**config.mk**
```make
export PLATFORM = sky130hd
export DESIGN_NAME = dpbp_queue
export DESIGN_NICKNAME = d
export VERILOG_FILES = /design/src/sv/dpbp_queue.sv
export SDC_FILE = /design/constraint.sdc
export NUM_CORES = 1
export LEC_CHECK = 0
export BUFFER_PORTS_ARGS = -buffer_cell sky130_fd_sc_hd__buf_2
export CORE_AREA = 5 5 42 44
export CTS_BUF_LIST = sky130_fd_sc_hd__clkbuf_8 sky130_fd_sc_hd__clkbuf_16
export DETAILED_ROUTE_END_ITERATION = 12
export DIE_AREA = 0 0 47 49
export PLACE_DENSITY = 0.42
export SLEW_MARGIN = 20
export SYNTH_ARGS = -nofsm -noshare
export SYNTH_HDL_FRONTEND = slang
export SYNTH_SLANG_ARGS = --single-unit
```
**constraint.sdc**
```tcl
create_clock -name clk -period 1.75 [get_ports clk]
set_input_delay 0 -clock clk [delete_from_list [all_inputs] [get_ports clk]]
set_output_delay 0 -clock clk [all_outputs]
set_load 0.02 [all_outputs]
```
**src/sv/dpbp_queue.sv**
```systemverilog
// dpbp_queue: small first-in first-out queue used between front and back and at the output
// depends on nothing but its type parameter
module dpbp_queue #(
  parameter type T     = logic,
  parameter int  DEPTH = 2
) (
  input  logic clk,
  input  logic rst,
  input  logic push,
  input  T     wdata,
  output logic full,
  input  logic pop,
  output T     rdata,
  output logic empty
);

  localparam int PW = (DEPTH > 1) ? $clog2(DEPTH) : 1;
  localparam int CW = $clog2(DEPTH + 1);

  T              mem [DEPTH];
  logic [PW-1:0] wr_ptr;
  logic [PW-1:0] rd_ptr;
  logic [CW-1:0] count;
  logic          do_push;
  logic          do_pop;

  assign full    = (count == CW'(DEPTH));
  assign empty   = (count == '0);
  assign do_push = push && !full;
  assign do_pop  = pop && !empty;
  assign rdata   = mem[rd_ptr];

  always_ff @(posedge clk) begin
    if (do_push) begin
      mem[wr_ptr] <= wdata;
    end
  end

  always_ff @(posedge clk) begin
    if (rst) begin
      wr_ptr <= '0;
      rd_ptr <= '0;
      count  <= '0;
    end else begin
      if (do_push) begin
        wr_ptr <= (wr_ptr == PW'(DEPTH - 1)) ? '0 : wr_ptr + PW'(1);
      end
      if (do_pop) begin
        rd_ptr <= (rd_ptr == PW'(DEPTH - 1)) ? '0 : rd_ptr + PW'(1);
      end
      if (do_push && !do_pop) begin
        count <= count + CW'(1);
      end else if (do_pop && !do_push) begin
        count <= count - CW'(1);
      end
    end
  end

  a_count_bound: assert property (@(posedge clk) disable iff (rst)
    count <= CW'(DEPTH))
    else $error("queue occupancy beyond depth");

  a_push_lands: assert property (@(posedge clk) disable iff (rst)
    (push && !full) |=> !empty)
    else $error("pushed entry not visible");

  a_pop_lone_last: assert property (@(posedge clk) disable iff (rst)
    (pop && !push && count == CW'(1)) |=> empty)
    else $error("last entry not removed");

endmodule

```
==> results.yml, run 1 <==
synth:
  ys_seq_area_share_pct: 55.4
  synth.distinct_cells: 12
  synth_area_per_cell_um2: 10.3
  synth_area_um2: 289
  yosys_warnings: 0
  yosysTopAreaCell: "dfxtp_1"
  syn_nets: 34
  netlist_instances: 28
  synth_seq_cells: 7
  ys_top_cells_by_area: "dfxtp_1 (35%), edfxtp_1 (21%), xor2_1 (9.1%)"
  yosysTopAreaCellShare_pct: 34.6
cells_and_area:
  antenna_cells: 0
  area_growth_pct: 41.6
  final_common_cell: "buf_2"
  fin_area_um2: 409
  fillCellCount: 160
  final_util_pct: 29.2
  nets: 48
  drive_above_1_share_pct: 29.3
  final_cell_mix: "buf_2 (7), nor2_1 (5), dfxtp_1 (5)"
critical_path:
  timing.rr.start: "count[0]"
  startpoint: "count[0]"
  worstSetupStartpointType: "flop"
  cpPeakStageDelay_ns: 0.35
  cp_max_fo: 5
  reg2regPathDepth: 4
  reg2reg_to: "count[1]"
  cp_slowest_cell: "dfxtp_1"
  crit_end: "count[1]"
  end_kind: "flop"
  critPathKind: "reg2reg"
  regToRegSetupSlack_ns: 0.24
  required_ns: 1.91
  cp.arrival_ns: 1.67
  cp_cell_sequence: "o21ai_0 -> ha_1 -> or3_1 -> a21oi_1"
clocking:
  cts_tree: "built"
  ctsResizeCount: 0
  post_cts_buffers: 0
  clkSlewWorstSetupHoldPaths_ns: 0.04
  cts_buffers: 3
  clockBufferDepth: 2
  insertion_delay_ns: 0.23
  cts_sinks: 7
  cts_root_buf: "clkbuf_8"
  ctsHtreeMaxLevel: 1
die:
  initial_core_util_pct: 20.6
  fp.dieH_um: 49
  dieArea_um2: 2300
  core_um2: 1400
  rows: 14
  die_x_um: 47
  ioPinCount: 8
timing:
  fin_crit_ns: 1.51
  grt_setup_unrepaired: "false"
  whs_ns: 0.163
  final-hold-violation-count: 0
  setup_violations: 0
  period_share_pct: 86.5
  final-max-slew-violation-count: 0
  max_slew_margin_pct: 80.7
  fin_tns_setup_ns: 0
  fin_skew_ns: 0.00128
  fmax_mhz: 661
  worst-slew-pin-transition_ns: 0.287
pwr:
  power.leakage_uw: 0.000187
  p_clk_share_pct: 31.0
  combPwrFrac_pct: 33.8
  total_power_uw: 717
  p_switching_uw: 241
  ir_drop_uv: 647
  swShare_pct: 33.6
  p_int_uw: 476
  seqPwrFrac_pct: 35.2
  power_density_nw_per_um2: 1750
route:
  drtPass1Iterations: 1
  drc: 0
  via_count: 233
  ant_nets: 0
  avgViaCountPerCell: 4.09
  drtIter0Drc: 0
  wl_per_cell_um: 9.14
  routed_wl_um: 521
global_routing:
  grt_pass1_wl_um: 834
  grt_max_degree: 6
  antenna_found_initial: 0
  first_global_vias: 224
  gr-usage-all-layers_pct: 5.74
  grt_overflow: 0
flow_run:
  drv_cap: 0
placement:
  placedInstanceArea_um2: 344
  place_congestion: 0.732
  port_buffers: 7
run_status:
  status: "complete, no violations"
min_path:
  hold_class: "in2reg"
worst min path at each step:
stage | from | end | cells after the start
final | push | wr_ptr | 4
after global routing | push | wr_ptr | 4
after CTS | push | wr_ptr | 4
after detailed placement | wdata | mem[0] | 1
after global placement | wdata | mem[0] | 1
after floorplan | rst | count[1] | 1
power groups by stage:
stage	sequential, uW	clock [uW]	combinational, uW
finish	252	222	242
global route	258	240	265
CTS	252	228	247
detailed placement	255	0	241
global placement	253	0	233
floorplan	248	0	183
stage by stage:
stage          setup slack, ns  instances
6_report                 0.237         57
5_1_grt                  0.132         57
4_1_cts                  0.219         57
3_5_place_dp             0.218         51
3_3_place_gp             0.247         51
2_1_floorplan            0.186         28
layer usage:
| metal | vias to the layer above | GRT usage [%] | share of wire, % |
|---|---|---|---|
| met5 | - | 0 | 0 |
| met4 | 0 | 6.91 | 5.8 |
| met3 | 5 | 3.32 | 11 |
| met2 | 9 | 7.24 | 40 |
| met1 | 100 | 5.59 | 43 |
| li1 | 119 | - | - |
area by class of cell:
| class | count | area, um^2 | area share, % |
|---|---|---|---|
| clock buffers | 3 | 41.3 | 10.1 |
| clock inverters | 1 | 3.75 | 0.917 |
| inverters | 2 | 7.51 | 1.83 |
| multi-input cells | 19 | 121 | 29.7 |
| flip-flops and latches | 7 | 160 | 39.1 |
| well taps | 16 | 20.0 | 4.89 |
| repair buffers | 9 | 55.1 | 13.5 |
logic make-up (layout without fill, tap and decap cells):
family	Yosys count	after routing	synth area share (%)
compound gates	5	5	8.66
xor+xnor	3	3	9.09
fa+ha+maj	1	1	4.33
buf+inv	2	15	2.60
flops	7	7	55.4
mux	1	1	3.90
simple gates	9	9	16.0
critical path, delay by kind of cell, from the launching register on:
family          cells  cell delay, ns
compound gates      2            0.42
simple gates        1            0.35
flops               1            0.35
fa+ha+maj           1            0.32
Yosys cell counts:
master    count
a21oi_1       2
and2_1        1
dfxtp_1       5
edfxtp_1      2
ha_1          1
inv_1         2
mux2_2        1
nor2_1        5
nor2b_2       1
o21ai_0       3
or3_1         2
xor2_1        3
timing repair:
| item | CTS | global route |
|---|---|---|
| hold buffers | 2 | 0 |
| hold endpoints to repair | 5 | 0 |
| endpoints found under the setup margin | 0 | 0 |
Power figures use the tool's default switching activity.
==> inputs of run 2 (changes only) <==
--- a/config.mk
+++ b/config.mk
@@ -11,6 +11,8 @@
 export DETAILED_ROUTE_END_ITERATION = 12
 export DIE_AREA = 0 0 47 49
 export PLACE_DENSITY = 0.42
+export RECOVER_POWER = 25
+export SETUP_SLACK_MARGIN = 0.4
 export SLEW_MARGIN = 20
 export SYNTH_ARGS = -nofsm -noshare
 export SYNTH_HDL_FRONTEND = slang
==> run 2 against run 1 <==
Maximum frequency is 10% higher. Final area is 10% higher. Core utilization is 3.0 points higher. Power is 11% higher. Routed wire length is 12% higher. Final cell count is 3.5% higher. Critical endpoint unchanged. Largest power group is now combinational logic. Highest routed layer is now met3.
==> results.yml, run 2 (synthesis results as in run 1) <==
timing:
  fin_tns_setup_ns: 0
  final-max-slew-violation-count: 0
  fmax_mhz: 729
  worst-slew-pin-transition_ns: 0.248
  fin_crit_ns: 1.37
  fin_skew_ns: 0.00104
  final-hold-violation-count: 0
  fin_ws_ns: 0.379
  max_slew_margin_pct: 83.5
  setup_violations: 0
  period_share_pct: 78.3
  grt_setup_unrepaired: "true"
cells_and_area:
  drive_above_1_share_pct: 41.9
  final_cell_mix: "buf_2 (6), nor2_1 (4)"
  final_util_pct: 32.2
  final_common_cell: "buf_2"
  nets: 50
  antenna_cells: 0
  area_growth_pct: 56.3
route:
  via_count: 238
  ant_nets: 0
  avgViaCountPerCell: 4.03
  drtIter0Drc: 1
  drtPass1Iterations: 2
  wl_per_cell_um: 9.92
  routed_wl_um: 585
  drc: 0
global_routing:
  met2_usage_pct: 9.95
  grt_use_met1_pct: 4.87
  antenna_found_initial: 0
  gr-usage-all-layers_pct: 6.14
  grt_max_degree: 6
  grt_util_met3_pct: 3.32
  first_global_vias: 257
  grt_pass1_wl_um: 931
  grt_busiest_layer: "met2"
  grt_overflow: 0
critical_path:
  cp_slowest_cell: "dfxtp_2"
  cp_max_fo: 3
  critPathKind: "reg2reg"
  worstSetupStartpointType: "flop"
  crit_buf_inv: 0
  cp.arrival_ns: 1.52
  cpPeakStageDelay_ns: 0.34
  required_ns: 1.90
  crit_family: "simple AND/OR/NAND/NOR gates"
  end_kind: "flop"
  cp_cell_sequence: "nor2b_4 -> nor2_2 -> ha_4 -> xor2_1 -> or3_1 -> a21oi_1"
placement:
  place_congestion: 0.706
  hpwl_um: 423
  dp_slack_ns: 0.255
  port_buffers: 7
clocking:
  cts_root_buf: "clkbuf_8"
  cts_tree: "built"
  clkSlewWorstSetupHoldPaths_ns: 0.04
  cts_buffers: 3
  insertion_delay_ns: 0.22
  cts_sinks: 7
  ctsHtreeMaxLevel: 1
  clockBufferDepth: 2
pwr:
  combPwrFrac_pct: 39.4
  p_switching_uw: 268
  swShare_pct: 33.6
  power_density_nw_per_um2: 1770
  ir_drop_uv: 617
  p_clk_share_pct: 27.1
  seqPwrFrac_pct: 33.4
  p_int_uw: 530
  power.leakage_uw: 0.000199
die:
  die_x_um: 47
  fp.dieH_um: 49
  rows: 14
  initial_core_util_pct: 20.6
  dieArea_um2: 2300
  core_um2: 1400
  ioPinCount: 8
flow_run:
  drv_cap: 0
run_status:
  status: "complete, no violations"
min_path:
  hold_class: "in2reg"
==> run 2: cell type report <==
class	instances	area, um^2
timing repair buffer	11	68.8
multi-input combinational	19	145
inverter	2	7.51
clock buffer	3	41.3
fill	155	950
clock inverter	1	3.75
tap	16	20.0
sequential	7	165
==> run 2: repair_timing <==
action | CTS | global route
gates resized for setup | 5 | 0
setup endpoints to repair | 1 | 1
endpoints found under the hold margin | 6 | 0
hold buffers | 2 | 0
buffers inserted | 2 | 0
pin swaps | 1 | 0
==> run 2: stage by stage <==
stage               instances  instance area [um^2]  power, uW  hold WS (ns)
CTS                        59                   453        810         0.162
global placement           51                   352        503         0.192
global route               59                   452        848         0.228
floorplan                  28                   297        447        0.0617
detailed placement         51                   352        516         0.192
finish                     59                   452        798         0.183
==> run 2: power by group through the flow <==
stage	clock (uW)	combinational [uW]	sequential [uW]
6_report	217	314	267
5_1_grt	233	343	272
4_1_cts	226	318	267
3_5_place_dp	0	252	265
3_3_place_gp	0	244	259
2_1_floorplan	0	191	256
==> run 2: per-layer routing <==
| layer | up-vias | routed length [um] |
|---|---|---|
| li1 | 123 | - |
| met1 | 110 | 204 |
| met2 | 5 | 343 |
| met3 | 0 | 37 |
| met4 | 0 | 0 |
| met5 | - | 0 |
==> run 2: final timing paths <==
| kind | start | end | slack [ns] | depth (start not counted) |
|---|---|---|---|---|
| worst min register to register | wr_ptr | wr_ptr | 0.48 | 2 |
| worst max register to register | count[1] | count[1] | 0.38 | 6 |
| worst min-delay path | push | wr_ptr | 0.18 | 4 |
| worst max-delay path | count[1] | count[1] | 0.38 | 6 |
==> run 2: worst min-delay path: cells and delay by family <==
family / cells / cell delay, ns
buffers and inverters: 2 / 0.14
AOI/OAI and AO/OA: 2 / 0.22
