===== src/sv/dpbp_pkg.sv =====
// dpbp_pkg: shared types, constants and register codes for the depth pixel back-projection block
// no dependencies; used by every module under sv/ except dpbp_queue
package dpbp_pkg;

  // default geometry limits, handed down from the top level
  localparam int MAX_IMAGE_WIDTH_DEF  = 4096;
  localparam int MAX_IMAGE_HEIGHT_DEF = 4096;

  // fixed field widths
  localparam int DEPTH_W   = 16;
  localparam int COLOUR_W  = 24;
  localparam int INV_W     = 24;
  localparam int CENTRE_W  = 12;
  localparam int IWIDTH_W  = 13;
  localparam int OFFSET_W  = 16;   // covers column and row counters up to 65535
  localparam int POINT_W   = 32;
  localparam int Z_W       = 20;
  localparam int PROD1_W   = DEPTH_W + OFFSET_W;
  localparam int PROD2_W   = PROD1_W + INV_W;
  localparam int FRAC_SHIFT = 20;  // 1/16 mm scale against Q0.24

  // configuration port
  localparam int ADDR_W = 5;
  localparam int DATA_W = 32;

  typedef enum logic [2:0] {
    REG_INV_FOCAL_X = 3'd0,
    REG_INV_FOCAL_Y = 3'd1,
    REG_CENTER_X    = 3'd2,
    REG_CENTER_Y    = 3'd3,
    REG_IMAGE_WIDTH = 3'd4
  } reg_index_t;

  localparam logic [INV_W-1:0]    INV_FOCAL_X_RST = 24'd32768;
  localparam logic [INV_W-1:0]    INV_FOCAL_Y_RST = 24'd32768;
  localparam logic [CENTRE_W-1:0] CENTER_X_RST    = 12'd320;
  localparam logic [CENTRE_W-1:0] CENTER_Y_RST    = 12'd240;
  localparam logic [IWIDTH_W-1:0] IMAGE_WIDTH_RST = 13'd640;

  typedef struct packed {
    logic [DEPTH_W-1:0] depth_mm;
    logic [7:0]         blue;
    logic [7:0]         green;
    logic [7:0]         red;
    logic               frame_start;
  } pixel_t;

  typedef struct packed {
    logic signed [POINT_W-1:0] point_x;
    logic signed [POINT_W-1:0] point_y;
    logic [Z_W-1:0]            point_z;
    logic [COLOUR_W-1:0]       packed_colour;
    logic                      point_valid;
  } point_t;

  typedef struct packed {
    logic [INV_W-1:0]    inverse_focal_x;
    logic [INV_W-1:0]    inverse_focal_y;
    logic [CENTRE_W-1:0] center_x;
    logic [CENTRE_W-1:0] center_y;
    logic [IWIDTH_W-1:0] image_width;
  } cfg_t;

  // one classified pixel, handed from front to back
  typedef struct packed {
    logic [DEPTH_W-1:0]  depth_mm;
    logic [COLOUR_W-1:0] colour;
    logic [OFFSET_W-1:0] offset_x;
    logic                neg_x;
    logic [OFFSET_W-1:0] offset_y;
    logic                neg_y;
  } job_t;

endpackage


===== src/sv/dpbp_regs.sv =====
// dpbp_regs: APB-style configuration registers of the back-projection block
// depends on dpbp_pkg
module dpbp_regs (
  input  logic                        clk,
  input  logic                        rst,
  input  logic                        psel,
  input  logic                        penable,
  input  logic                        pwrite,
  input  logic [dpbp_pkg::ADDR_W-1:0] paddr,
  input  logic [dpbp_pkg::DATA_W-1:0] pwdata,
  output logic [dpbp_pkg::DATA_W-1:0] prdata,
  output logic                        pready,
  output dpbp_pkg::cfg_t              cfg
);

  dpbp_pkg::reg_index_t index;
  logic                 wr_en;

  assign index  = dpbp_pkg::reg_index_t'(paddr[dpbp_pkg::ADDR_W-1:2]);
  assign wr_en  = psel && penable && pwrite;
  assign pready = 1'b1;

  always_ff @(posedge clk) begin
    if (rst) begin
      cfg.inverse_focal_x <= dpbp_pkg::INV_FOCAL_X_RST;
      cfg.inverse_focal_y <= dpbp_pkg::INV_FOCAL_Y_RST;
      cfg.center_x        <= dpbp_pkg::CENTER_X_RST;
      cfg.center_y        <= dpbp_pkg::CENTER_Y_RST;
      cfg.image_width     <= dpbp_pkg::IMAGE_WIDTH_RST;
    end else if (wr_en) begin
      unique case (index)
        dpbp_pkg::REG_INV_FOCAL_X: cfg.inverse_focal_x <= pwdata[dpbp_pkg::INV_W-1:0];
        dpbp_pkg::REG_INV_FOCAL_Y: cfg.inverse_focal_y <= pwdata[dpbp_pkg::INV_W-1:0];
        dpbp_pkg::REG_CENTER_X:    cfg.center_x        <= pwdata[dpbp_pkg::CENTRE_W-1:0];
        dpbp_pkg::REG_CENTER_Y:    cfg.center_y        <= pwdata[dpbp_pkg::CENTRE_W-1:0];
        dpbp_pkg::REG_IMAGE_WIDTH: cfg.image_width     <= pwdata[dpbp_pkg::IWIDTH_W-1:0];
        default: ;  // unmapped address, write dropped
      endcase
    end
  end

  always_comb begin
    unique case (index)
      dpbp_pkg::REG_INV_FOCAL_X: prdata = dpbp_pkg::DATA_W'(cfg.inverse_focal_x);
      dpbp_pkg::REG_INV_FOCAL_Y: prdata = dpbp_pkg::DATA_W'(cfg.inverse_focal_y);
      dpbp_pkg::REG_CENTER_X:    prdata = dpbp_pkg::DATA_W'(cfg.center_x);
      dpbp_pkg::REG_CENTER_Y:    prdata = dpbp_pkg::DATA_W'(cfg.center_y);
      dpbp_pkg::REG_IMAGE_WIDTH: prdata = dpbp_pkg::DATA_W'(cfg.image_width);
      default:                   prdata = '0;
    endcase
  end

endmodule


===== config.mk =====
export PLATFORM = sky130hd
export DESIGN_NAME = dpbp_regs
export DESIGN_NICKNAME = d
export VERILOG_FILES = /design/src/sv/dpbp_pkg.sv /design/src/sv/dpbp_regs.sv
export SDC_FILE = /design/constraint.sdc
export NUM_CORES = 1
export LEC_CHECK = 0
export BUFFER_PORTS_ARGS = -buffer_cell sky130_fd_sc_hd__buf_2
export CORE_MARGIN = 2
export CORE_UTILIZATION = 46
export DETAILED_ROUTE_END_ITERATION = 8
export GPL_ROUTABILITY_DRIVEN = 0
export PLACE_DENSITY = 0.76
export SETUP_SLACK_MARGIN = 0.2
export SYNTH_ARGS = -nofsm -noshare
export SYNTH_HDL_FRONTEND = slang
export SYNTH_SLANG_ARGS = --single-unit

===== constraint.sdc =====
create_clock -name clk -period 1.3 [get_ports clk]
set_input_delay 0.065 -clock clk [delete_from_list [all_inputs] [get_ports clk]]
set_output_delay 0.065 -clock clk [all_outputs]
set_load 0.01 [all_outputs]

==> flow_summary.json, run 1 <==
{
  "largest_register": "cfg",
  "violations": "negative setup slack",
  "grt_setup_unrepaired": "yes",
  "fmax_ghz": 0.719,
  "die_height_um": 98.9,
  "route.detailed.drc": 0,
  "slew_viol_final": 0,
  "pwr_density_cell_mw_per_mm2": 853,
  "vias": 3674,
  "min_period_ps": 1390,
  "numCtsBuffers": 9,
  "pin_count": 160,
  "cts-htree-levels": 3,
  "timing.critical_path.buf_inv": 1,
  "cp_top_family": "flip-flops",
  "cts_root_buffer": "clkbuf_8",
  "syn_area_per_cell_um2": 9.83,
  "core_area_mm2": 0.00872,
  "die_width_um": 98.9,
  "cts_tree": "yes",
  "min_delay_path_depth": 3,
  "postLayoutCellArea_mm2": 0.00575,
  "grt_max_degree": 70,
  "first_global_vias": 3630,
  "final_nets": 643,
  "cts_buffer_depth": 2,
  "synth-edff-count": 0,
  "drt-vias-per-instance": 5.15,
  "async_flop_share_pct": 0,
  "worst_r2r_path_depth": 3,
  "ys.flop_type": "dfxtp_1",
  "yosysWarnings": 0,
  "row_count": 34,
  "setup_ws_ps": -90.0,
  "dpl.hpwl_um": 7720,
  "path_class": "reg -> out",
  "p_total_mw": 4.91,
  "cts.sinks": 85,
  "cp.depth": 4,
  "syn_to_final_growth_pct": 39.0,
  "slowest_delay_ps": 320,
  "grtUsageTotal_pct": 22.7,
  "status": "finished, violations left",
  "clk_latency_ps": 340,
  "crit_fanout": 2,
  "start_kind": "register",
  "ant_nets": 0,
  "syn_area_mm2": 0.00414,
  "portBuffers": 140,
  "nFillCells": 706,
  "first_pass_iters": 4,
  "antenna_found_initial": 0,
  "critPathSlowestCell": "dfxtp_2",
  "hold_class": "in -> reg",
  "place_ws_ps": 16.3,
  "gr-total-overflow": 0,
  "ys_ff_latch": 85,
  "syn-instance-count": 421,
  "drive_above_1_share_pct": 46.0,
  "grt_pass1_wl_um": 18000,
  "synthDistinctLibCells": 28,
  "clock_skew_ps": 0,
  "endpoint_kind": "primary output",
  "largest_register_ffs": 85,
  "crit_chain": "mux2_2, a22oi_1, o22ai_1, buf_2",
  "antenna-diode-count": 0,
  "setup_viol": 12,
  "wl_um": 11400,
  "placed_area_mm2": 0.00510,
  "dieArea_mm2": 0.00978,
  "drt_iter0_markers": 131,
  "reg_top3": "cfg x85",
  "fin_crit_sh_pct": 107,
  "p_leak_nw": 2.91,
  "wl_per_cell_um": 16.0,
  "start_util_pct": 47.5,
  "finalHoldViolations": 0,
  "drv_cap": 0,
  "crit_required_ps": 1240,
  "synth_seq_area_share_pct": 41.1,
  "path_clk_slew_ps": 80,
  "worstPathArrival_ps": 1320,
  "ir_drop_v": 0.000504
}
-- tightest hold or removal path, cell delays in order --
cell      delay (ps)
buf_2            100
nand2b_1          80
mux2i_1           70
-- what timing repair did --
action / 4_1_cts / 5_1_grt
endpoints found under the setup margin: 14 / 24
endpoints found under the hold margin: 18 / 0
resized for setup: 28 / 36
setup buffers: 17 / 11
pin swaps: 17 / 10
hold buffers: 12 / 0
-- path summary, 6_finish.rpt --
kind / from / to / slack (ps)
setup / recovery: cfg[14] / prdata[1] / -90
hold / removal: pwdata[20] / cfg[81] / 8
setup reg to reg: cfg[33] / cfg[33] / 560
hold reg to reg: cfg[54] / cfg[54] / 490
-- kinds of logic (layout without fill, tap and decap cells) --
logic type,Yosys count,count (layout),synth area share [%]
and+or+nand+nor,145,145,20.2
other,2,9,0.181
AOI/OAI and AO/OA,36,36,6.23
DFF,85,85,41.1
muxes,109,109,26.7
buffers and inverters,44,222,5.59
-- final cells by class --
class / instances / area (um2) / area share (%)
Timing Repair Buffer: 205 / 1370 / 23.7
Inverter: 1 / 3.75 / 0.0652
Sequential cell: 85 / 1760 / 30.5
Clock buffer: 12 / 155 / 2.70
Tap cell: 108 / 135 / 2.35
Multi-Input combinational cell: 299 / 2310 / 40.2
Clock inverter: 4 / 22.5 / 0.391
-- layout by cell type (no fill, tap or decap), drive strengths merged --
master	netlist	routed
inv	1	1
conb	2	9
and4b	1	1
mux2i	98	98
nand3	3	3
nand2	1	1
nand2b	98	98
buf	26	193
a2bb2oi	1	1
mux2	11	11
clkbuf	17	12
nand4b	2	2
clkinv	0	3
a22oi	22	22
or3	1	1
nor2b	2	2
dfxtp	85	85
nor2	30	30
a31oi	1	1
and3b	1	1
o22ai	11	11
clkinvlp	0	1
or2	1	1
and3	3	3
dlygate4sd3	0	12
o221ai	1	1
nor3	2	2
-- metal layers --
metal,global-route usage [%],share of wire (%)
met1,28.3,44
met2,38.0,49
met3,4.40,5.8
met4,10.1,1.1
met5,0,0
-- cells in the mapped netlist (2+ instances only) --
| cell | count | area share (%) |
|---|---|---|
| mux2i_1 | 98 | 24 |
| nand2b_1 | 98 | 15 |
| dfxtp_1 | 85 | 41 |
| nor2_1 | 29 | 2.6 |
| a22oi_1 | 22 | 4.0 |
| clkbuf_1 | 17 | 1.5 |
| buf_4 | 12 | 2.2 |
| buf_2 | 11 | 1.3 |
| mux2_2 | 11 | 3.0 |
| o22ai_1 | 11 | 1.7 |
| and3_1 | 3 | 0.45 |
| nand3_1 | 3 | 0.36 |
| buf_1 | 2 | 0.18 |
| conb_1 | 2 | 0.18 |
| nand4b_1 | 2 | 0.42 |
| nor2b_1 | 2 | 0.30 |
| nor3_1 | 2 | 0.24 |
-- where the power goes --
part	leakage, nW	switching [mW]	internal [mW]
clock network	0.0921	0.915	0.791
registers	0.701	0.0154	2.62
logic	2.12	0.284	0.283
total	2.91	1.21	3.69
-- stage by stage --
stage | TNS, ps | hold WS [ps] | cells | util, %
after global placement | 0 | 326 | 658 | 58.5
after CTS | -1150 | 0.0988 | 703 | 64.1
after global routing | -1610 | 21.1 | 714 | 66.0
after floorplan | 0 | 226 | 428 | -
after detailed placement | 0 | 350 | 658 | 58.5
final | -827 | 8.30 | 714 | 66.0
(Power assumes the default switching activity.)
==> inputs of run 2 (changes only) <==
--- a/config.mk
+++ b/config.mk
@@ -7,10 +7,10 @@
 export LEC_CHECK = 0
 export BUFFER_PORTS_ARGS = -buffer_cell sky130_fd_sc_hd__buf_2
 export CORE_MARGIN = 2
-export CORE_UTILIZATION = 46
+export CORE_UTILIZATION = 49
 export DETAILED_ROUTE_END_ITERATION = 8
 export GPL_ROUTABILITY_DRIVEN = 0
-export PLACE_DENSITY = 0.76
+export PLACE_DENSITY = 0.8
 export SETUP_SLACK_MARGIN = 0.2
 export SYNTH_ARGS = -nofsm -noshare
 export SYNTH_HDL_FRONTEND = slang
==> run 2 against run 1 <==
  * The run still ends with negative setup slack left
  * Non-clock buffer count increased by 1
  * Clock power increased by 8%
  * Critical endpoint is now prdata[10]
  * Sequential power about the same
  * Critical path type unchanged
==> flow_summary.json, run 2 (synthesis gave the netlist of run 1 again) <==
{
  "drt_iter0_markers": 140,
  "row_count": 33,
  "worst_r2r_path_depth": 4,
  "clock_skew_ps": 0,
  "fin_crit_sh_pct": 107,
  "slew_viol_final": 0,
  "nFillCells": 623,
  "r2r_setup_slack_ps": 520,
  "reg_top3": "cfg x85",
  "final_nets": 644,
  "worstPathArrival_ps": 1320,
  "cts.sinks": 85,
  "wl_um": 11500,
  "grt_setup_unrepaired": "yes",
  "core_area_mm2": 0.00822,
  "dieArea_mm2": 0.00920,
  "gr-total-overflow": 0,
  "fin_cells": 712,
  "dr_wl_met2_um": 5590,
  "hold_slack_ps": 11.2,
  "grtUsageTotal_pct": 24.3,
  "dp.cells": 657,
  "multi_input_area_mm2": 0.00232,
  "first_global_vias": 3384,
  "r2r_start": "cfg[21]",
  "start_kind": "register",
  "wl_met3_um": 785,
  "cts_tree": "yes",
  "cts_buffer_depth": 2,
  "violations": "negative setup slack",
  "crit_required_ps": 1240,
  "die_height_um": 95.9,
  "cp-endpoint": "prdata[10]",
  "antenna-diode-count": 0,
  "clk_latency_ps": 340,
  "layout_common_cells": "138 x buf_2, 98 x mux2i_1, 98 x nand2b_1",
  "drt-vias-per-instance": 5.19,
  "ant_nets": 0,
  "top_layer": "met4",
  "grt_pass1_wl_um": 17100,
  "vias": 3698,
  "drt-met1-wl_um": 4960,
  "ir_drop_v": 0.000492,
  "p_leak_nw": 2.92,
  "cts-htree-levels": 3,
  "path_class": "reg -> out",
  "route.detailed.drc": 0,
  "wl_per_cell_um": 16.1,
  "largest_register": "cfg",
  "syn_to_final_growth_pct": 40.0,
  "status": "finished, violations left",
  "drive_above_1_share_pct": 46.8,
  "endpoint_kind": "primary output",
  "utilization_pct": 70.6,
  "rr_endpoint": "cfg[21]",
  "numCtsBuffers": 9,
  "pwr_density_cell_mw_per_mm2": 871,
  "crit_fanout": 2,
  "hold_class": "in -> reg",
  "die_width_um": 95.9,
  "first_pass_iters": 4,
  "largest_register_ffs": 85,
  "fmax_ghz": 0.721,
  "cts_root_buffer": "clkbuf_8",
  "portBuffers": 140,
  "drv_cap": 0,
  "setup_ws_ps": -87.5,
  "antenna_found_initial": 0,
  "dpl.hpwl_um": 7680,
  "ff_latch_area_mm2": 0.00176,
  "min_period_ps": 1390,
  "path_clk_slew_ps": 80,
  "startpoint": "cfg[23]",
  "setup_viol": 12,
  "grt_max_degree": 59,
  "mostFrequentLayoutCell": "buf_2",
  "start_util_pct": 50.4,
  "pin_count": 160,
  "finalHoldViolations": 0
}
## run 2: how the worst min path moves through the flow
stage                           from       to  slack (ps)  cells past startpoint
final                     pwdata[23]  cfg[60]          10                      3
after global routing      pwdata[23]  cfg[60]           6                      3
after CTS                  pwdata[9]   cfg[9]           3                      3
after detailed placement  pwdata[15]  cfg[76]         350                      3
after global placement    pwdata[15]  cfg[76]         330                      3
after floorplan            pwdata[9]   cfg[9]         230                      2
## run 2: layout make-up
cell class                      instances  area share [%]
Sequential cell                        85            30.4
Clock buffer                           12            2.50
Inverter                                1          0.0647
Tap cell                              105            2.27
Clock inverter                          4           0.820
Timing Repair Buffer                  206            23.9
Multi-Input combinational cell        299            40.1
## run 2: worst max-delay path: stages (launching register included)
cell     delay [ps]
dfxtp_2         320
mux2_2          250
a22oi_1         140
o22ai_1         110
buf_2           150
## run 2: routing by layer
metal | vias to the layer above | GRT usage, %
li1 | 1789 | -
met1 | 1759 | 29.8
met2 | 139 | 43.5
met3 | 11 | 4.62
met4 | 0 | 6.31
met5 | - | 0
## run 2: per-stage QoR
stage	TNS (ps)	area [um2]	total power, mW	worst slack, ps
CTS	-1030	5620	5.05	-150
global placement	0	5120	3.19	71.3
floorplan	0	4170	3.01	235
detailed placement	0	5120	3.20	29.4
finish	-835	5800	5.05	-87.5
global route	-1540	5800	5.23	-136
## run 2: repair_timing
| item | 4_1_cts | 5_1_grt |
|---|---|---|
| resized for setup | 37 | 34 |
| endpoints found under the hold margin | 18 | 1 |
| endpoints found under the setup margin | 24 | 24 |
| hold buffers | 10 | 1 |
| gates cloned | 0 | 0 |
| setup buffers | 17 | 11 |
| pin swaps | 14 | 9 |
## run 2: power breakdown
part           total, mW  internal, mW  switching [mW]
logic              0.565         0.279           0.286
clock network       1.85         0.937           0.915
registers           2.64          2.62          0.0153
total               5.05          3.84            1.22
