<file path="config.mk">
export PLATFORM = sky130hd
export DESIGN_NAME = dpbp_front
export DESIGN_NICKNAME = d
export VERILOG_FILES = /design/src/sv/dpbp_pkg.sv /design/src/sv/dpbp_front.sv
export SDC_FILE = /design/constraint.sdc
export NUM_CORES = 1
export LEC_CHECK = 0
export ABC_AREA = 1
export BUFFER_PORTS_ARGS = -buffer_cell sky130_fd_sc_hd__buf_2
export CAP_MARGIN = 20
export CORE_UTILIZATION = 50
export CTS_CLUSTER_SIZE = 24
export DETAILED_ROUTE_END_ITERATION = 8
export HOLD_SLACK_MARGIN = 0.12
export PLACE_DENSITY_LB_ADDON = 0.1
export SYNTH_ARGS = -nofsm -noshare
export SYNTH_HDL_FRONTEND = slang
export SYNTH_SLANG_ARGS = --single-unit
</file>
<file path="constraint.sdc">
create_clock -name clk -period 4.7 [get_ports clk]
set_input_delay 0.705 -clock clk [delete_from_list [all_inputs] [get_ports clk]]
set_output_delay 0.705 -clock clk [all_outputs]
set_load 0.02 [all_outputs]
</file>
<file path="src/sv/dpbp_pkg.sv">
// dpbp_pkg: shared types, constants and register codes for the depth pixel back-projection block
// no dependencies; used by every module under sv/ except dpbp_queue
package dpbp_pkg;

  // default geometry limits, handed down from the top level
  localparam int MAX_IMAGE_WIDTH_DEF  = 4096;
  localparam int MAX_IMAGE_HEIGHT_DEF = 4096;

  // fixed field widths
  localparam int DEPTH_W   = 16;
  localparam int COLOUR_W  = 24;
  localparam int INV_W     = 24;
  localparam int CENTRE_W  = 12;
  localparam int IWIDTH_W  = 13;
  localparam int OFFSET_W  = 16;   // covers column and row counters up to 65535
  localparam int POINT_W   = 32;
  localparam int Z_W       = 20;
  localparam int PROD1_W   = DEPTH_W + OFFSET_W;
  localparam int PROD2_W   = PROD1_W + INV_W;
  localparam int FRAC_SHIFT = 20;  // 1/16 mm scale against Q0.24

  // configuration port
  localparam int ADDR_W = 5;
  localparam int DATA_W = 32;

  typedef enum logic [2:0] {
    REG_INV_FOCAL_X = 3'd0,
    REG_INV_FOCAL_Y = 3'd1,
    REG_CENTER_X    = 3'd2,
    REG_CENTER_Y    = 3'd3,
    REG_IMAGE_WIDTH = 3'd4
  } reg_index_t;

  localparam logic [INV_W-1:0]    INV_FOCAL_X_RST = 24'd32768;
  localparam logic [INV_W-1:0]    INV_FOCAL_Y_RST = 24'd32768;
  localparam logic [CENTRE_W-1:0] CENTER_X_RST    = 12'd320;
  localparam logic [CENTRE_W-1:0] CENTER_Y_RST    = 12'd240;
  localparam logic [IWIDTH_W-1:0] IMAGE_WIDTH_RST = 13'd640;

  typedef struct packed {
    logic [DEPTH_W-1:0] depth_mm;
    logic [7:0]         blue;
    logic [7:0]         green;
    logic [7:0]         red;
    logic               frame_start;
  } pixel_t;

  typedef struct packed {
    logic signed [POINT_W-1:0] point_x;
    logic signed [POINT_W-1:0] point_y;
    logic [Z_W-1:0]            point_z;
    logic [COLOUR_W-1:0]       packed_colour;
    logic                      point_valid;
  } point_t;

  typedef struct packed {
    logic [INV_W-1:0]    inverse_focal_x;
    logic [INV_W-1:0]    inverse_focal_y;
    logic [CENTRE_W-1:0] center_x;
    logic [CENTRE_W-1:0] center_y;
    logic [IWIDTH_W-1:0] image_width;
  } cfg_t;

  // one classified pixel, handed from front to back
  typedef struct packed {
    logic [DEPTH_W-1:0]  depth_mm;
    logic [COLOUR_W-1:0] colour;
    logic [OFFSET_W-1:0] offset_x;
    logic                neg_x;
    logic [OFFSET_W-1:0] offset_y;
    logic                neg_y;
  } job_t;

endpackage

</file>
<file path="src/sv/dpbp_front.sv">
// dpbp_front: pixel position counters and offset classification ahead of the arithmetic
// depends on dpbp_pkg
module dpbp_front #(
  parameter int MAX_IMAGE_WIDTH  = dpbp_pkg::MAX_IMAGE_WIDTH_DEF,
  parameter int MAX_IMAGE_HEIGHT = dpbp_pkg::MAX_IMAGE_HEIGHT_DEF
) (
  input  logic             clk,
  input  logic             rst,
  input  logic             push,
  output logic             full,
  input  dpbp_pkg::pixel_t pixel,
  input  dpbp_pkg::cfg_t   cfg,
  output logic             job_push,
  output dpbp_pkg::job_t   job,
  input  logic             job_full
);

  localparam int CW = $clog2(MAX_IMAGE_WIDTH);
  localparam int EW = CW + 1;
  localparam int RW = $clog2(MAX_IMAGE_HEIGHT);
  localparam int OW = dpbp_pkg::OFFSET_W;

  logic [CW-1:0] column_count;
  logic [RW-1:0] row_count;
  logic [CW-1:0] column_next;
  logic [RW-1:0] row_next;
  logic [CW-1:0] col_pos;
  logic [RW-1:0] row_pos;
  logic [EW-1:0] eff_width;
  logic [EW-1:0] col_inc;
  logic [RW:0]   row_inc;
  logic          col_wrap;
  logic          row_wrap;
  logic [OW-1:0] u_ext;
  logic [OW-1:0] v_ext;
  logic [OW-1:0] cx_ext;
  logic [OW-1:0] cy_ext;

  assign full     = job_full;
  assign job_push = push && !job_full;

  always_comb begin
    if (cfg.image_width == '0) begin
      eff_width = EW'(1);
    end else if (32'(cfg.image_width) > 32'(MAX_IMAGE_WIDTH)) begin
      eff_width = EW'(MAX_IMAGE_WIDTH);
    end else begin
      eff_width = EW'(cfg.image_width);
    end
  end

  // frame start clears the position before this pixel uses it
  assign col_pos = pixel.frame_start ? '0 : column_count;
  assign row_pos = pixel.frame_start ? '0 : row_count;

  assign col_inc  = {1'b0, col_pos} + EW'(1);
  assign col_wrap = (col_inc >= eff_width);
  assign row_inc  = {1'b0, row_pos} + (RW + 1)'(1);
  assign row_wrap = (row_inc >= (RW + 1)'(MAX_IMAGE_HEIGHT));

  assign column_next = col_wrap ? '0 : col_inc[CW-1:0];
  assign row_next    = !col_wrap ? row_pos : (row_wrap ? '0 : row_inc[RW-1:0]);

  always_ff @(posedge clk) begin
    if (rst) begin
      column_count <= '0;
      row_count    <= '0;
    end else if (job_push) begin
      column_count <= column_next;
      row_count    <= row_next;
    end
  end

  assign u_ext  = OW'(col_pos);
  assign v_ext  = OW'(row_pos);
  assign cx_ext = OW'(cfg.center_x);
  assign cy_ext = OW'(cfg.center_y);

  always_comb begin
    job.depth_mm = pixel.depth_mm;
    job.colour   = {pixel.red, pixel.green, pixel.blue};
    job.neg_x    = (u_ext < cx_ext);
    job.offset_x = job.neg_x ? (cx_ext - u_ext) : (u_ext - cx_ext);
    job.neg_y    = (v_ext < cy_ext);
    job.offset_y = job.neg_y ? (cy_ext - v_ext) : (v_ext - cy_ext);
  end

endmodule

</file>
==> run_results.csv, run 1 <==
group,metric,value,unit
min_path,hp-class,"reg2reg",
pwr,p_per_area,122,nW/um2
pwr,swShare,0.394,
sta,period_needed,4.11,ns
cts,holdBufCountCts,0,
cts,cts_sinks,24,
pwr,vdd_drop_max,0.124,mV
sta,worst_pin_slew,0.688,ns
pwr,p_int,375,uW
detailed_routing,dr.pass1.iters,4,
cts,root_buffer,"clkbuf_8",
placement,hpwl,10100,um
cts,cts_buffer_depth,2,
detailed_routing,drc,0,
placement,placement.io_buffers,77,
setup_path,critPathCaptureType,"primary output",
cts,postCtsSetupRepairBufs,0,
finish,ff_latch_area,480,um2
grt,overflow,0,
cts,path_clk_slew,0.08,ns
cts,cts_resized,0,
sta,skew,0.0109,ns
finish,layout-drive-gt1-share,0.156,
cts,htreeDepth,1,
pwr,p_clk_frac,0.233,
logic_synthesis,synthTopCellsByArea,"nand2_1 16%, ha_1 16%, dfxtp_1 9.6%",
outcome,outcome,"complete, no violations",
grt,grt_antenna_before_repair,0,
finish,final_core_util,0.522,
grt,grt_pass1_vias,4299,
die,coreArea,9730,um2
setup_path,critPathKind,"in2out",
detailed_routing,routedWlPerCell,12.7,um
sta,drv_slew,0,
logic_synthesis,ys_types,42,
pwr,p_leak,0.00263,uW
die,ios,206,
logic_synthesis,netlist_area,5020,um2
logic_synthesis,avgSynthCellArea,6.25,um2
sta,period_share,0.875,
setup_path,cp.arrival,3.41,ns
setup_path,cp_max_fo,18,
grt,grt_pass1_wl,19600,um
finish,final_cell_mix,"220 x nand2_1, 102 x inv_1, 77 x buf_2, 65 x a21oi_1, 63 x ha_1",
grt,grt_max_degree,27,
placement,gp_congestion,0.863,
sta,max-slew-margin-rel,0.537,
sta,tns,0,ns
detailed_routing,avgViaCountPerCell,5.19,
flow_run,cap_violations,0,
logic_synthesis,yosysSeqAreaShare,0.0957,
cts,numCtsBuffers,3,
logic_synthesis,yosys.area.top_type,"nand2_1",
detailed_routing,dr_total_vias,4909,
detailed_routing,drt_iter0_markers,249,
die,die_w,102,um
sta,grt_setup_unrepaired,"no",
logic_synthesis,syn_nets,1000,
finish,final_common_cell,"nand2_1",
finish,syn2layout_area_growth,1.12,%
pwr,seqPwrFrac,0.330,
setup_path,start_kind,"input pin",
sta,finalSetupViolCount,0,
cts,tritoncts,"done",
finish,final_nets,1011,
grt,grt_use_total,0.230,
die,start_util,0.516,
die,fp-row-count,36,
logic_synthesis,ys_warn_count,0,
pwr,comb_power_share,0.436,
setup_path,cp.required,3.99,ns
logic_synthesis,synth_top_cell_area_share,0.165,
detailed_routing,drt_wl_total,12000,um
sta,hold_viol,0,
pwr,p_switching,244,uW
die,die_h,102,um
finish,fillers,1054,
sta,timing.fmax,243,MHz
logic_synthesis,syn_inst,803,
detailed_routing,antenna_left,0,
die,die_area,10400,um2
logic_synthesis,ys_ff_latch,24,
finish,diodes,0,
cts,insertion_delay,0.27,ns
finish,multiInputGateArea,3550,um2
-- flip-flops by register name (all words and copies together), names as in the netlist --
| name | count |
|---|---|
| column_count | 12 |
| row_count | 12 |
-- power by group through the flow --
stage,Combinational (uW),Sequential [uW],Clock [uW]
final,270,205,144
after global routing,301,205,156
after CTS,271,205,148
after detailed placement,270,209,0
after global placement,265,209,0
after floorplan,250,209,0
-- through the flow --
| stage | instances | setup WS, ns | power, uW | cell area (um2) | hold slack, ns |
|---|---|---|---|---|---|
| 2_1_floorplan | 803 | 0.865 | 459 | 5020 | 0.439 |
| 3_3_place_gp | 942 | 0.611 | 475 | 5020 | 0.454 |
| 3_5_place_dp | 942 | 0.567 | 480 | 5020 | 0.456 |
| 4_1_cts | 946 | 0.555 | 624 | 5080 | 0.469 |
| 5_1_grt | 946 | 0.298 | 661 | 5080 | 0.491 |
| 6_report | 946 | 0.589 | 619 | 5080 | 0.468 |
-- synthesized netlist by cell type, drive strengths merged --
master and n:
a21boi 2, a21o 5, a21oi 67, a31oi 2
and2 1, and3 1, buf 67, clkbuf 7
clkinv 1, dfxtp 24, dlygate4sd1 1, fa 4
ha 63, inv 108, nand2 232, nand3 57
nand3b 2, nand4 8, nor2 58, nor3 6
nor3b 1, nor4 4, o21ai 24, o21bai 7
or2 1, xnor2 9, xor2 41
-- layout make-up --
type,instances,area share
clock buffer,4,0.0108
inverter,109,0.0811
multi-input combinational,595,0.699
sequential,24,0.0947
tap,133,0.0328
timing repair buffer,81,0.0818
-- worst max-delay path, cell delays in order --
cell	delay, ns
buf_2	0.35
inv_4	0.19
nand2_2	0.17
inv_1	0.06
ha_1	0.42
nand2_1	0.16
o21ai_0	0.29
nand2_1	0.10
nand3_2	0.10
nand2_1	0.07
nand2_2	0.22
inv_2	0.16
nand3_1	0.12
nand2_1	0.09
buf_2	0.17
-- worst paths after layout --
| check | startpoint | endpoint | slack (ns) | depth (start not counted) |
|---|---|---|---|---|
| min reg2reg | column_count[1] | column_count[1] | 0.47 | 2 |
| max | pixel[0] | job[31] | 0.59 | 15 |
| min | column_count[1] | column_count[1] | 0.47 | 2 |
| max reg2reg | column_count[1] | column_count[7] | 1.25 | 17 |
-- per-layer routing --
metal	global-route usage	wire (um)	up-vias
met5	0	0	-
met4	0.0429	145	0
met3	0.0157	591	28
met2	0.369	5310	134
met1	0.339	5990	2240
li1	-	-	2507
-- kinds of logic after synthesis --
logic type	after synthesis	share of synthesized area
and+or+nand+nor	371	0.329
buffers and inverters	184	0.198
AOI/OAI and AO/OA	107	0.117
adders and majority gates	67	0.173
xor gates and xnor gates	50	0.0872
DFF	24	0.0957
(Power assumes the default switching activity.)
==> run 2, diff against run 1 <==
--- a/config.mk
+++ b/config.mk
@@ -8,7 +8,9 @@
 export ABC_AREA = 1
 export BUFFER_PORTS_ARGS = -buffer_cell sky130_fd_sc_hd__buf_2
 export CAP_MARGIN = 20
-export CORE_UTILIZATION = 50
+export CELL_PAD_IN_SITES_DETAIL_PLACEMENT = 2
+export CELL_PAD_IN_SITES_GLOBAL_PLACEMENT = 2
+export CORE_UTILIZATION = 27
 export CTS_CLUSTER_SIZE = 24
 export DETAILED_ROUTE_END_ITERATION = 8
 export HOLD_SLACK_MARGIN = 0.12
==> run_results.csv, run 2 (synthesis results as in run 1) <==
group,metric,value,unit
sta,drv_slew,0,
die,fp-row-count,49,
cts,cts_buffer_depth,2,
detailed_routing,dr_total_vias,5000,
outcome,violations,"design-rule violations",
cts,root_buffer,"clkbuf_16",
cts,tritoncts,"done",
sta,period_share,0.868,
pwr,p_leak,0.00268,uW
finish,final_nets,1016,
die,die_w,138,um
setup_path,cp_cell_sequence,"buf_2 > nor2_4 > ha_1 > inv_1 > fa_1 > nand3_1 > nand2_1 > a21oi_1 > o21bai_1 > nand2_1 > nand3_1 > o21ai_0 > buf_2",
finish,layout-drive-gt1-share,0.161,
setup_path,start_kind,"input pin",
die,coreArea,18100,um2
detailed_routing,routedWlPerCell,15.5,um
grt,grt_pass1_vias,5359,
setup_path,cp.required,3.99,ns
sta,tns,0,ns
detailed_routing,drc,27,
setup_path,critPathCaptureType,"primary output",
cts,insertion_delay,0.26,ns
cts,holdBufCountCts,0,
sta,max-slew-margin-rel,0.377,
grt,grt_pass1_wl,26800,um
sta,period_needed,4.08,ns
cts,cts_resized,0,
sta,worst_pin_slew,0.929,ns
cts,numCtsBuffers,3,
setup_path,rr_worst_depth,15,
cts,path_clk_slew,0.07,ns
die,start_util,0.278,
detailed_routing,drt_wl_total,16300,um
setup_path,cp_slowest_stage_delay,0.41,ns
cts,postCtsSetupRepairBufs,0,
detailed_routing,dr.pass1.iters,6,
detailed_routing,avgViaCountPerCell,4.78,
finish,final_common_cell,"nand2_1",
setup_path,critical-path-slowest-cell,"fa_1",
grt,grt_max_degree,27,
grt,overflow,0,
pwr,p_per_area,140,nW/um2
die,die_h,138,um
placement,hpwl,14000,um
placement,gp_congestion,0.799,
sta,hold_viol,0,
placement,placement.io_buffers,77,
sta,grt_setup_unrepaired,"no",
detailed_routing,drt_iter0_markers,132,
grt,grt_antenna_before_repair,0,
grt,grt_use_total,0.170,
flow_run,cap_violations,0,
placement,placed_cell_area,5180,um2
finish,final_cell_mix,"220 x nand2_1, 102 x inv_1, 77 x buf_2, 65 x a21oi_1, 63 x ha_1",
detailed_routing,antenna_left,0,
setup_path,critPathKind,"in2out",
outcome,outcome,"finished, violations left",
setup_path,cp_max_fo,8,
die,ios,206,
die,die_area,19100,um2
setup_path,regToRegSetupSlack,1.26,ns
finish,design_area,5280,um2
sta,timing.fmax,245,MHz
sta,finalSetupViolCount,0,
finish,syn2layout_area_growth,5.26,%
sta,skew,0.00183,ns
setup_path,cp.arrival,3.38,ns
min_path,whs_path_depth,2,
min_path,hp-class,"reg2reg",
pwr,vdd_drop_max,0.205,mV
finish,diodes,0,
finish,largestRegisters,"column_count (12), row_count (12)",
cts,htreeDepth,1,
cts,cts_sinks,24,
## run 2: cell count changes in the layout (fill, tap and decap cells not counted)
cell,change
bufinv_16,+1
clkbuf_8,-4
buf_4,+5
clkbuf_16,+3
## run 2: stage by stage
stage	instances	hold WS, ns	power (uW)	worst slack [ns]	utilization
after CTS	1047	0.478	752	0.557	0.292
after global routing	1047	0.494	783	0.343	0.292
after global placement	1043	0.453	488	0.661	0.286
after floorplan	803	0.439	459	0.865	-
final	1047	0.470	738	0.620	0.292
after detailed placement	1043	0.463	499	0.559	0.286
## run 2: metal layers
metal | wire [um] | track usage | up-vias | share of wire
met5 | 0 | 0 | - | 0
met4 | 95 | 0.0207 | 0 | 0.0058
met3 | 488 | 0.0132 | 14 | 0.030
met2 | 7400 | 0.289 | 84 | 0.45
met1 | 8290 | 0.239 | 2390 | 0.51
li1 | - | - | 2512 | -
## run 2: power by group
part           total, uW  switching [uW]  internal (uW)
sequential           205           0.689            204
combinational        285             186           98.9
clock                248            78.9            169
total                738             266            472
## run 2: worst max-delay path: cells and delay by family
family / cells / cell delay (ns)
adder cells (fa/ha/maj): 2 / 0.65
AO/OA/AOI/OAI: 3 / 0.84
buffers and inverters: 3 / 0.54
AND/OR/NAND/NOR: 5 / 0.64
## run 2: path summary, 6_finish.rpt
kind,from,endpoint
worst min register to register,column_count[10],column_count[10]
worst min-delay path,column_count[10],column_count[10]
worst max register to register,column_count[1],column_count[2]
worst max-delay path,pixel[0],job[13]
## run 2: final cells by class
cell class,instances,area (um2)
tap,229,287
fill,2263,12800
clock buffer,3,75.1
inverter,109,412
clock inverter,1,30.0
timing repair buffer,86,453
multi-input combinational,595,3550
sequential,24,480
==> run 3, diff against run 2 <==
--- a/config.mk
+++ b/config.mk
@@ -5,7 +5,6 @@
 export SDC_FILE = /design/constraint.sdc
 export NUM_CORES = 1
 export LEC_CHECK = 0
-export ABC_AREA = 1
 export BUFFER_PORTS_ARGS = -buffer_cell sky130_fd_sc_hd__buf_2
 export CAP_MARGIN = 20
 export CELL_PAD_IN_SITES_DETAIL_PLACEMENT = 2
==> run_results.csv, run 3 <==
group,metric,value,unit
detailed_routing,avgViaCountPerCell,5.09,
grt,grt_max_degree,26,
setup_path,cp-endpoint,"job[15]",
placement,pre_cts_ws,0.275,ns
detailed_routing,antenna_left,0,
grt,grt_antenna_before_repair,0,
cts,numCtsBuffers,3,
grt,grt_use_total,0.169,
logic_synthesis,avgSynthCellArea,7.43,um2
logic_synthesis,synth_edf_count,0,
placement,dpl.cell_count,843,
min_path,whs_path_depth,2,
grt,grt_pass1_vias,4609,
outcome,outcome,"complete, no violations",
detailed_routing,wl_met1,6150,um
pwr,vdd_drop_max,0.127,mV
setup_path,crit_cells,14,
detailed_routing,drt_iter0_markers,61,
grt,overflow,0,
placement,hpwl,11900,um
sta,worst_pin_slew,0.556,ns
setup_path,r2r-start,"column_count[3]",
finish,layout-drive-gt1-share,0.179,
setup_path,critPathKind,"in2out",
flow_run,cap_violations,0,
die,start_util,0.278,
die,die_area,17000,um2
sta,hold_viol,0,
logic_synthesis,ys_types,72,
min_path,hp-class,"reg2reg",
setup_path,cp_cell_sequence,"buf_2 > inv_1 > nand2_1 > ha_1 > inv_1 > fa_1 > a21oi_1 > o21ai_1 > a2111oi_0 > nor3_1 > a21bo_1 > o2111a_1 > nor3_1 > buf_2",
setup_path,regToRegSetupSlack,1.01,ns
sta,max-slew-margin-rel,0.626,
sta,skew,0.00965,ns
detailed_routing,dr_total_vias,4313,
pwr,seqPwrFrac,0.285,
die,ios,206,
setup_path,r2r-end,"row_count[3]",
logic_synthesis,synth_top_cell_area_share,0.177,
logic_synthesis,syn_inst,600,
detailed_routing,drc,0,
sta,drv_slew,0,
logic_synthesis,yosysMostFrequentCell,"inv_1",
die,fp-row-count,46,
logic_synthesis,syn_nets,797,
cts,htreeDepth,1,
setup_path,cp.required,3.99,ns
finish,layout.cells.non_filler,847,
logic_synthesis,ys_warn_count,0,
cts,postCtsSetupRepairBufs,0,
setup_path,start_kind,"input pin",
pwr,p_int,470,uW
placement,placement.io_buffers,77,
finish,fillers,1953,
pwr,swShare,0.344,
finish,largestRegisters,"column_count (12), row_count (12)",
pwr,p_per_area,146,nW/um2
finish,final_nets,829,
cts,insertion_delay,0.27,ns
sta,grt_setup_unrepaired,"no",
logic_synthesis,yosysSeqAreaShare,0.108,
cts,holdBufCountCts,0,
cts,path_clk_slew,0.07,ns
cts,root_buffer,"clkbuf_16",
die,coreArea,16000,um2
setup_path,critPathLaunch,"pixel[0]",
logic_synthesis,synthArstFlopShare,0,
setup_path,cp_slowest_stage_delay,0.44,ns
setup_path,timing.critical_path.buf_inv,4,
placement,placed_cell_area,4800,um2
sta,tns,0,ns
logic_synthesis,synthTopCellsByCount,"67 x inv_1, 63 x ha_1, 53 x nand2_1",
finish,final_cell_mix,"77 x buf_2, 67 x inv_1, 63 x ha_1, 53 x nand2_1, 32 x a21oi_1",
logic_synthesis,ys_ff_latch,24,
cts,cts_resized,0,
detailed_routing,top_layer,"met4",
pwr,p_leak,0.00227,uW
detailed_routing,dr.pass1.iters,4,
finish,syn2layout_area_growth,10.0,%
setup_path,critPathCaptureType,"primary output",
sta,period_share,0.915,
finish,design_area,4900,um2
pwr,p_clk_frac,0.355,
sta,timing.fmax,233,MHz
detailed_routing,wl_met2,7390,um
sta,period_needed,4.30,ns
cts,tritoncts,"done",
logic_synthesis,yosys.area.top_type,"ha_1",
detailed_routing,wl_met3,389,um
sta,setup_slack,0.402,ns
detailed_routing,drt_wl_total,14100,um
placement,gp_congestion,0.747,
setup_path,cp_top_family,"compound AO/OA/AOI/OAI gates",
logic_synthesis,netlist_area,4460,um2
logic_synthesis,yosys_most_used_dff,"dfxtp_1",
die,die_w,130,um
grt,grt_pass1_wl,23000,um
detailed_routing,routedWlPerCell,16.7,um
pwr,comb_power_share,0.360,
setup_path,cp_max_fo,4,
finish,final_common_cell,"buf_2",
finish,final_core_util,0.306,
setup_path,critical-path-slowest-cell,"a2111oi_0",
cts,cts_buffer_depth,2,
cts,cts_sinks,24,
die,die_h,130,um
setup_path,cp.arrival,3.59,ns
finish,diodes,0,
logic_synthesis,synthTopCellsByArea,"ha_1 18%, dfxtp_1 11%, buf_4 7.9%",
sta,finalSetupViolCount,0,
setup_path,rr_worst_depth,13,
pwr,p_switching,247,uW
==> run 3: cell types whose count changed after synthesis, moves of 9 or more <==
cell     delta
xnor2_1    +13
nor2_2     -11
nand2_1   -167
a22oi_1     +9
nand3_1    -34
xor2_1     -35
nor2_1     -13
mux2i_1    +19
a21oi_1    -33
nor2b_1    +24
inv_1      -35
nand2_2     -9
==> run 3: cell type report <==
cell class	count	area (um2)	area share
clock inverters	1	30.0	0.00613
multi-input cells	440	3260	0.665
flip-flops and latches	24	480	0.0980
well taps	216	270	0.0551
clock buffers	3	75.1	0.0153
repair buffers	94	526	0.107
inverters	69	259	0.0528
==> run 3: routing by layer <==
| metal | GRT usage | vias up |
|---|---|---|
| met5 | 0 | - |
| met4 | 0.0358 | 0 |
| met3 | 0.0183 | 30 |
| met2 | 0.330 | 75 |
| met1 | 0.195 | 2112 |
| li1 | - | 2096 |
==> run 3: kinds of logic (layout without fill, tap and decap cells) <==
family / after synthesis / count (layout) / synth area share
multiplexers: 20 / 20 / 0.0452
adder cells (fa/ha/maj): 67 / 67 / 0.195
XOR/XNOR: 28 / 28 / 0.0550
flip-flops: 24 / 24 / 0.108
AO/OA/AOI/OAI: 144 / 144 / 0.227
buffers and inverters: 136 / 167 / 0.160
AND/OR/NAND/NOR: 181 / 181 / 0.210
==> run 3: worst min-delay path by stage <==
stage,startpoint,endpoint
floorplan,column_count[10],column_count[10]
finish,column_count[10],column_count[10]
global placement,column_count[10],column_count[10]
detailed placement,column_count[10],column_count[10]
global route,column_count[10],column_count[10]
CTS,column_count[10],column_count[10]
==> run 3: per-stage QoR <==
step	hold WS (ns)	power (uW)
global route	0.502	757
detailed placement	0.464	472
finish	0.475	717
global placement	0.436	464
floorplan	0.427	433
CTS	0.476	730
==> run 3: power by group through the flow <==
stage / Sequential, uW / Clock, uW / Combinational, uW
final: 205 / 254 / 258
after global routing: 205 / 266 / 286
after CTS: 205 / 262 / 264
after detailed placement: 209 / 0 / 263
after global placement: 209 / 0 / 255
after floorplan: 209 / 0 / 224
==> run 3: worst register-to-register path, stage by stage (launching register included) <==
cell and delay, ns:
dfxtp_1 0.40, nor2b_1 0.34, nand3_1 0.11, or3_1 0.40, xnor2_1 0.28, ha_1 0.32, a21oi_1 0.16, a21oi_1 0.08
a211oi_1 0.30, o211ai_2 0.29, a31oi_1 0.34, buf_4 0.23, o311ai_1 0.11, a221oi_1 0.24
